**src/design/bls_pkg.sv**
```systemverilog
// Shared types and constants of the line stepper.
`default_nettype none
package bls_pkg;

  localparam int unsigned COORD_BITS_DEF = 16;

  typedef enum logic {
    KIND_START = 1'b0,
    KIND_STEP  = 1'b1
  } kind_e;

endpackage
`default_nettype wire

```
**src/design/bls_step.sv**
```systemverilog
// Line state registers and combinational start/step point calculation.
`default_nettype none
module bls_step #(
  parameter int unsigned COORD_BITS = 16
) (
  input  wire                         clk_i,
  input  wire                         rst_ni,
  input  wire                         accept_i,
  input  bls_pkg::kind_e              kind_i,
  input  wire signed [COORD_BITS-1:0] x_start_i,
  input  wire signed [COORD_BITS-1:0] y_start_i,
  input  wire signed [COORD_BITS-1:0] x_end_i,
  input  wire signed [COORD_BITS-1:0] y_end_i,
  output logic                        res_valid_o,
  output logic [COORD_BITS-1:0]       res_x_o,
  output logic [COORD_BITS-1:0]       res_y_o,
  output logic                        res_last_o
);
  import bls_pkg::*;

  localparam int unsigned DW = COORD_BITS + 1;
  localparam int unsigned EW = COORD_BITS + 3;

  logic                  active_q, active_d;
  logic                  steep_q, steep_d;
  logic [COORD_BITS-1:0] major_pos_q, major_pos_d;
  logic [COORD_BITS-1:0] minor_pos_q, minor_pos_d;
  logic [COORD_BITS-1:0] major_end_q, major_end_d;
  logic                  major_dir_q, major_dir_d;
  logic                  minor_dir_q, minor_dir_d;
  logic [DW-1:0]         abs_major_q, abs_major_d;
  logic [DW-1:0]         abs_minor_q, abs_minor_d;
  logic signed [EW-1:0]  error_acc_q, error_acc_d;

  logic signed [DW-1:0]  dx, dy;
  logic [DW-1:0]         abs_dx, abs_dy;
  logic                  steep_new;
  logic signed [EW-1:0]  err_sum, err_sub, major_ext;
  logic                  last;

  always_comb begin
    dx = DW'(x_end_i) - DW'(x_start_i);
    dy = DW'(y_end_i) - DW'(y_start_i);
    abs_dx = dx[DW-1] ? DW'(-dx) : DW'(dx);
    abs_dy = dy[DW-1] ? DW'(-dy) : DW'(dy);
    steep_new = (dx == '0) || (abs_dy > abs_dx);

    major_ext = $signed({2'b00, abs_major_q});
    err_sum   = error_acc_q + $signed({1'b0, abs_minor_q, 1'b0});
    err_sub   = err_sum - $signed({1'b0, abs_major_q, 1'b0});

    active_d    = active_q;
    steep_d     = steep_q;
    major_pos_d = major_pos_q;
    minor_pos_d = minor_pos_q;
    major_end_d = major_end_q;
    major_dir_d = major_dir_q;
    minor_dir_d = minor_dir_q;
    abs_major_d = abs_major_q;
    abs_minor_d = abs_minor_q;
    error_acc_d = error_acc_q;
    res_valid_o = 1'b0;

    if (accept_i && kind_i == KIND_START) begin
      steep_d     = steep_new;
      error_acc_d = '0;
      active_d    = 1'b1;
      res_valid_o = 1'b1;
      if (steep_new) begin
        major_pos_d = y_start_i;
        major_end_d = y_end_i;
        minor_pos_d = x_start_i;
        major_dir_d = dy[DW-1];
        minor_dir_d = dx[DW-1];
        abs_major_d = abs_dy;
        abs_minor_d = abs_dx;
      end else begin
        major_pos_d = x_start_i;
        major_end_d = x_end_i;
        minor_pos_d = y_start_i;
        major_dir_d = dx[DW-1];
        minor_dir_d = dy[DW-1];
        abs_major_d = abs_dx;
        abs_minor_d = abs_dy;
      end
    end else if (accept_i && active_q) begin
      res_valid_o = 1'b1;
      if (err_sum >= major_ext) begin
        minor_pos_d = minor_dir_q ? minor_pos_q - 1'b1 : minor_pos_q + 1'b1;
        error_acc_d = err_sub;
      end else begin
        error_acc_d = err_sum;
      end
      major_pos_d = major_dir_q ? major_pos_q - 1'b1 : major_pos_q + 1'b1;
    end

    last = (major_pos_d == major_end_d);
    if (res_valid_o && last) begin
      active_d = 1'b0;
    end
    res_last_o = last;
    res_x_o    = steep_d ? minor_pos_d : major_pos_d;
    res_y_o    = steep_d ? major_pos_d : minor_pos_d;
  end

  always_ff @(posedge clk_i or negedge rst_ni) begin
    if (!rst_ni) begin
      active_q    <= 1'b0;
      steep_q     <= 1'b0;
      major_pos_q <= '0;
      minor_pos_q <= '0;
      major_end_q <= '0;
      major_dir_q <= 1'b0;
      minor_dir_q <= 1'b0;
      abs_major_q <= '0;
      abs_minor_q <= '0;
      error_acc_q <= '0;
    end else begin
      active_q    <= active_d;
      steep_q     <= steep_d;
      major_pos_q <= major_pos_d;
      minor_pos_q <= minor_pos_d;
      major_end_q <= major_end_d;
      major_dir_q <= major_dir_d;
      minor_dir_q <= minor_dir_d;
      abs_major_q <= abs_major_d;
      abs_minor_q <= abs_minor_d;
      error_acc_q <= error_acc_d;
    end
  end

endmodule
`default_nettype wire

```
**src/design/bls_out_reg.sv**
```systemverilog
// Output register holding one point until the receiver takes it.
`default_nettype none
module bls_out_reg #(
  parameter int unsigned DATA_BITS = 32
) (
  input  wire                  clk_i,
  input  wire                  rst_ni,
  input  wire                  load_i,
  input  wire [DATA_BITS-1:0]  data_i,
  input  wire                  last_i,
  output logic                 ready_o,
  output logic                 valid_o,
  output logic [DATA_BITS-1:0] data_o,
  output logic                 last_o,
  input  wire                  ready_i
);
  logic                 valid_q, valid_d;
  logic [DATA_BITS-1:0] data_q;
  logic                 last_q;

  assign ready_o = !valid_q || ready_i;

  always_comb begin
    valid_d = valid_q;
    if (ready_o) begin
      valid_d = load_i;
    end
  end

  always_ff @(posedge clk_i or negedge rst_ni) begin
    if (!rst_ni) begin
      valid_q <= 1'b0;
    end else begin
      valid_q <= valid_d;
    end
  end

  always_ff @(posedge clk_i) begin
    if (ready_o && load_i) begin
      data_q <= data_i;
      last_q <= last_i;
    end
  end

  assign valid_o = valid_q;
  assign data_o  = data_q;
  assign last_o  = last_q;

endmodule
`default_nettype wire

```
**src/design/bresenham_line_stepper_top.sv**
```systemverilog
// Top level of the Bresenham line stepper.
//
// Slave stream: tuser is the item kind (start or step), tdata carries the
// endpoints. A start transfer loads the line and yields its first point; each
// step transfer yields the next point. The end point comes with tlast high;
// step transfers after it, or before any start, are taken and yield nothing.
// A start transfer always abandons a line in progress.
// Master stream: tdata carries the point, tlast marks the end point.
// Each point is registered and shows on the master side in the cycle after
// its input transfer; one item is taken per cycle, set by the combinational
// state update and the output register. When the receiver stalls, the output
// register holds the point and s_axis_tready drops until the point is taken.
// Reset clears the line state (no line loaded) and empties the output
// register.
`default_nettype none
module bresenham_line_stepper_top #(
  parameter int unsigned COORD_BITS = bls_pkg::COORD_BITS_DEF,
  localparam int unsigned IN_BITS  = ((4 * COORD_BITS + 7) / 8) * 8,
  localparam int unsigned OUT_BITS = ((2 * COORD_BITS + 7) / 8) * 8
) (
  input  wire                 clk_i,
  input  wire                 rst_ni,
  input  wire                 s_axis_tvalid,
  output logic                s_axis_tready,
  input  wire [IN_BITS-1:0]   s_axis_tdata,  // x_start, y_start, x_end, y_end, zero fill
  input  wire                 s_axis_tuser,  // kind
  output logic                m_axis_tvalid,
  input  wire                 m_axis_tready,
  output logic [OUT_BITS-1:0] m_axis_tdata,  // x, y, zero fill
  output logic                m_axis_tlast
);
  import bls_pkg::*;

  logic                  accept;
  kind_e                 kind;
  logic                  res_valid;
  logic [COORD_BITS-1:0] res_x, res_y;
  logic                  res_last;
  logic [OUT_BITS-1:0]   res_data;

  assign accept = s_axis_tvalid && s_axis_tready;
  assign kind   = kind_e'(s_axis_tuser);

  bls_step #(
    .COORD_BITS(COORD_BITS)
  ) u_step (
    .clk_i      (clk_i),
    .rst_ni     (rst_ni),
    .accept_i   (accept),
    .kind_i     (kind),
    .x_start_i  (s_axis_tdata[COORD_BITS-1:0]),
    .y_start_i  (s_axis_tdata[2*COORD_BITS-1:COORD_BITS]),
    .x_end_i    (s_axis_tdata[3*COORD_BITS-1:2*COORD_BITS]),
    .y_end_i    (s_axis_tdata[4*COORD_BITS-1:3*COORD_BITS]),
    .res_valid_o(res_valid),
    .res_x_o    (res_x),
    .res_y_o    (res_y),
    .res_last_o (res_last)
  );

  assign res_data = OUT_BITS'({res_y, res_x});

  bls_out_reg #(
    .DATA_BITS(OUT_BITS)
  ) u_out_reg (
    .clk_i  (clk_i),
    .rst_ni (rst_ni),
    .load_i (res_valid),
    .data_i (res_data),
    .last_i (res_last),
    .ready_o(s_axis_tready),
    .valid_o(m_axis_tvalid),
    .data_o (m_axis_tdata),
    .last_o (m_axis_tlast),
    .ready_i(m_axis_tready)
  );

endmodule
`default_nettype wire

```
**config.mk**
```make
export PLATFORM = sky130hd
export DESIGN_NAME = bresenham_line_stepper_top
export DESIGN_NICKNAME = d
export VERILOG_FILES = /design/src/design/bls_pkg.sv /design/src/design/bls_step.sv /design/src/design/bls_out_reg.sv /design/src/design/bresenham_line_stepper_top.sv
export SDC_FILE = /design/constraint.sdc
export NUM_CORES = 1
export LEC_CHECK = 0
export BUFFER_PORTS_ARGS = -buffer_cell sky130_fd_sc_hd__buf_4
export CAP_MARGIN = 5
export CORE_ASPECT_RATIO = 1.4
export CORE_MARGIN = 3
export CORE_UTILIZATION = 31
export CTS_CLUSTER_SIZE = 16
export DETAILED_ROUTE_END_ITERATION = 8
export RECOVER_POWER = 100
export SLEW_MARGIN = 25
export SYNTH_ARGS = -nofsm -noshare
export SYNTH_HDL_FRONTEND = slang
export SYNTH_SLANG_ARGS = --single-unit
export TNS_END_PERCENT = 50
```
**constraint.sdc**
```tcl
create_clock -name clk_i -period 4.9 [get_ports clk_i]
set_input_delay 1.47 -clock clk_i [delete_from_list [all_inputs] [get_ports clk_i]]
set_output_delay 1.47 -clock clk_i [all_outputs]
set_load 0.02 [all_outputs]
```
==> results.tsv <==
stage	metric	value	unit
run_status	outcome	finished, violations left	
run_status	failing checks	max-capacitance violations, max-slew violations, negative setup slack	
worst_setup_path	crit path DAT	7100	ps
power_and_ir_drop	Clk pwr share	8.7	%
floorplan	Starting Density	31.6	%
power_and_ir_drop	pwr dens	777	nW/um2
worst_setup_path	worst reg2reg setup slack	-520	ps
final_layout	Nets	2295	
synth	post-synth top area cell	dfrtp_1	
worst_setup_path	Worst Path Required	5210	ps
job	maxcap violations	1	
timing	Slew @ Worst Pin	3150	ps
synth	Yosys warning count	0	
routing	routed vias	14000	
timing	fin crit share	138	%
synth	top_reg_cell synth	dfrtp_1	
synth	most instantiated cells after synthesis	159 x nand2_1, 158 x nor2_1, 129 x ha_1	
synth	FF+latch count, synth	138	
routing	DR iter-0 viols	935	
synth	Synth Instances	1567	
synth	Distinct cells, synth	86	
synth	post-synthesis async set-or-reset flop share	76.1	%
clock_network	CTS Sinks	138	
floorplan	core area	40600	um2
timing	Clock Skew	15.4	ps
routing	post-DR wirelength/cell	19.6	um
synth	syn avg cell area	8.18	um2
grt	first-pass GRT wire length	77900	um
floorplan	die width	178	um
routing	DRC errors left	0	
power_and_ir_drop	P_sw	7.07	mW
synth	most common cell in the synthesized netlist	nand2_1	
timing	Fin. Hold Viols	0	
floorplan	# rows	87	
final_layout	storage element area	3620	um2
clock_network	CTS tree	built	
timing	setup ws final	-1880	ps
timing	max-slew violation count	48	
routing	via/cell ratio	5.29	
routing	antenna-violating nets left	0	
placement	Post-DP HPWL	40400	um
timing	Period minus WS final	6780	ps
clock_network	H-tree depth	4	
min_path	Min-Delay Path Class	reg2reg	
clock_network	hold buffer count at cts	0	
synth	Mapped Nets	1771	
synth	EDFF count, synth	33	
grt	grt ovf	0	
clock_network	clock-pin slew on the worst setup and hold paths	70	ps
worst_setup_path	Reg2Reg Depth	25	
floorplan	Die Height	247	um
worst_setup_path	crit path max fanout	8	
worst_setup_path	slowest CP cell	or4_4	
min_path	hold depth	1	
final_layout	Util after Layout	48.2	%
worst_setup_path	critical path class	in2reg	
min_path	Hold Path End	u_step.abs_minor_q[15]	
final_layout	share of cells above drive strength 1	36.3	%
synth	mapped cell area	12800	um2
timing	Max Clock Freq	0.147	GHz
power_and_ir_drop	Pint	8.15	mW
clock_network	Clock Latency Late Sink	450	ps
worst_setup_path	RR Startpoint	u_step.error_acc_q[1]	
timing	RSZ-0062 raised after global routing	yes	
synth	top post-synthesis cells by area	dfrtp_1 21%, ha_1 13%, edfxtp_1 7.7%	
worst_setup_path	CP dominant cell by count	or4_4	
clock_network	deepest clock path buffer count	2	
final_layout	fillcell total	3827	
grt	initial antenna violation count	0	
power_and_ir_drop	Flop pwr share	13.8	%
timing	Hold WS	486	ps
synth	sequential area share after synthesis	28.2	%
power_and_ir_drop	Peak VDD IR	0.469	mV
floorplan	IO Pins	104	
final_layout	n_diodes	0	
timing	Rel. slew slack	-110	%
worst_setup_path	CP startpoint kind	input port	
floorplan	die area	43800	um2
power_and_ir_drop	switching fraction of total power	46.5	%
power_and_ir_drop	Comb pwr share	77.5	%
final_layout	Syn-to-layout area delta	52.8	%
grt	number of global-route vias before repair	14100	
worst_setup_path	Critical Path End Type	flip-flop	
synth	Yosys top cell area share	20.5	%
placement	Buffers on Ports	103	
worst_setup_path	max incr delay on CP	470	ps
timing	Setup-failing EPs final	119	
final_layout	area of the multi-input gates	9660	um2
min_path	hold path start	u_step.abs_minor_q[15]	
clock_network	root buffer cell	clkbuf_16	
routing	total length of routed wires	51600	um
grt	pin count of the biggest net entering global routing	60	
placement	gp weighted congestion	0.938	
routing	DRT Pass-1 Iters	7	
grt	GR Util All Layers	23.2	%
worst_setup_path	RR Endpoint	u_out_reg.data_o[31]	
power_and_ir_drop	Lkg Pwr	8.98	nW
clock_network	CTS buffer count	17	
==> kinds of logic (layout without fill, tap and decap cells) <==
| logic type | after synthesis | after routing | share of synthesized area (%) |
|---|---|---|---|
| AO/OA/AOI/OAI | 481 | 481 | 24.6 |
| XOR/XNOR | 110 | 110 | 7.52 |
| adder cells (fa/ha/maj) | 135 | 135 | 13.5 |
| buffers and inverters | 174 | 711 | 5.37 |
| flip-flops | 138 | 138 | 28.2 |
| multiplexers | 36 | 36 | 2.88 |
| AND/OR/NAND/NOR | 493 | 493 | 17.9 |
==> area by class of cell <==
type | count | area share (%)
Sequential cell | 138 | 18.5
Multi-Input combinational cell | 1255 | 49.3
Timing Repair Buffer | 565 | 23.5
Inverter | 114 | 2.26
Clock buffer | 17 | 2.17
Tap cell | 534 | 3.41
Clock inverter | 15 | 0.875
==> worst max-delay path: cells and delay by family <==
family,cells,cell delay [ps]
compound gates,8,1120
fa+ha+maj,3,630
buf+inv,6,620
xor+xnor,1,220
simple gates,12,3030
==> power by group through the flow <==
stage | Combinational (mW) | Sequential (mW) | Clock (mW)
after floorplan | 6.04 | 2.22 | 0
after global placement | 9.27 | 2.11 | 0
after detailed placement | 9.44 | 2.12 | 0
after CTS | 11.0 | 2.10 | 1.34
after global routing | 12.8 | 2.16 | 1.38
final | 11.8 | 2.11 | 1.32
==> registers in the layout, indices dropped and copies added, names as in the netlist <==
name,flops
u_out_reg.data_o,32
u_step.major_pos_q,16
u_step.abs_minor_q,17
u_step.active_q,1
u_step.abs_major_q,17
u_step.major_dir_q,1
u_step.major_end_q,16
u_step.minor_pos_q,16
u_out_reg.valid_o,1
u_step.minor_dir_q,1
u_step.error_acc_q,18
u_step.steep_q,1
u_out_reg.last_o,1
==> worst max path at each step <==
stage / start / endpoint / cells after the start
2_1_floorplan: s_axis_tdata[48] / u_out_reg.last_o / 26
3_3_place_gp: s_axis_tdata[48] / u_out_reg.data_o[23] / 29
4_1_cts: s_axis_tdata[16] / u_out_reg.last_o / 28
5_1_grt: s_axis_tdata[48] / u_out_reg.last_o / 30
3_5_place_dp: s_axis_tdata[48] / u_out_reg.data_o[23] / 30
6_report: s_axis_tdata[48] / u_out_reg.last_o / 30
==> stage by stage <==
step / area [um2] / total power, mW / setup TNS, ps / setup WS (ps) / std cells
2_1_floorplan: 13100 / 8.26 / -145830 / -1790 / 1567
3_3_place_gp: 17200 / 11.4 / -224750 / -2460 / 2538
3_5_place_dp: 17200 / 11.6 / -243820 / -2570 / 2538
4_1_cts: 19000 / 14.4 / -148620 / -1660 / 2618
5_1_grt: 19600 / 16.3 / -186300 / -2010 / 2638
6_report: 19600 / 15.2 / -169540 / -1880 / 2638
==> routing by layer <==
metal	global-route usage [%]	vias to the layer above	wire length, um
met1	25.8	6644	19600
met3	2.84	147	2060
met4	15.7	0	4170
met2	40.8	449	25800
li1	-	6728	-
met5	0	-	0
==> timing repair <==
item | in CTS | in global routing
endpoints found under the setup margin | 136 | 137
buffers inserted | 45 | 31
pin swaps | 51 | 72
gates resized for setup | 186 | 149
cloned | 5 | 2
==> cells in the final DEF, fill, tap and decap left out, types with 11 or more instances in the layout <==
master and instances:
ha_1 124, o21ai_2 14, a211oi_1 11, dfrtp_1 105, nand2_1 151, mux2i_1 28, nor2b_1 17, nand3_1 28
nor2_1 138, nand2b_1 12, xor2_1 36, buf_4 451, nor3_1 28, o21ai_1 51, nor2_2 11, o21a_1 15
clkbuf_16 19, edfxtp_1 33, a21o_1 26, a21oi_1 81, a21oi_4 15, a21oi_2 18, clkbuf_1 37, o21ai_0 61
buf_12 13, and3_1 14, xnor2_1 66, inv_1 103, buf_6 49, o211ai_1 24
Note: power is estimated with default switching activity, not from simulation.
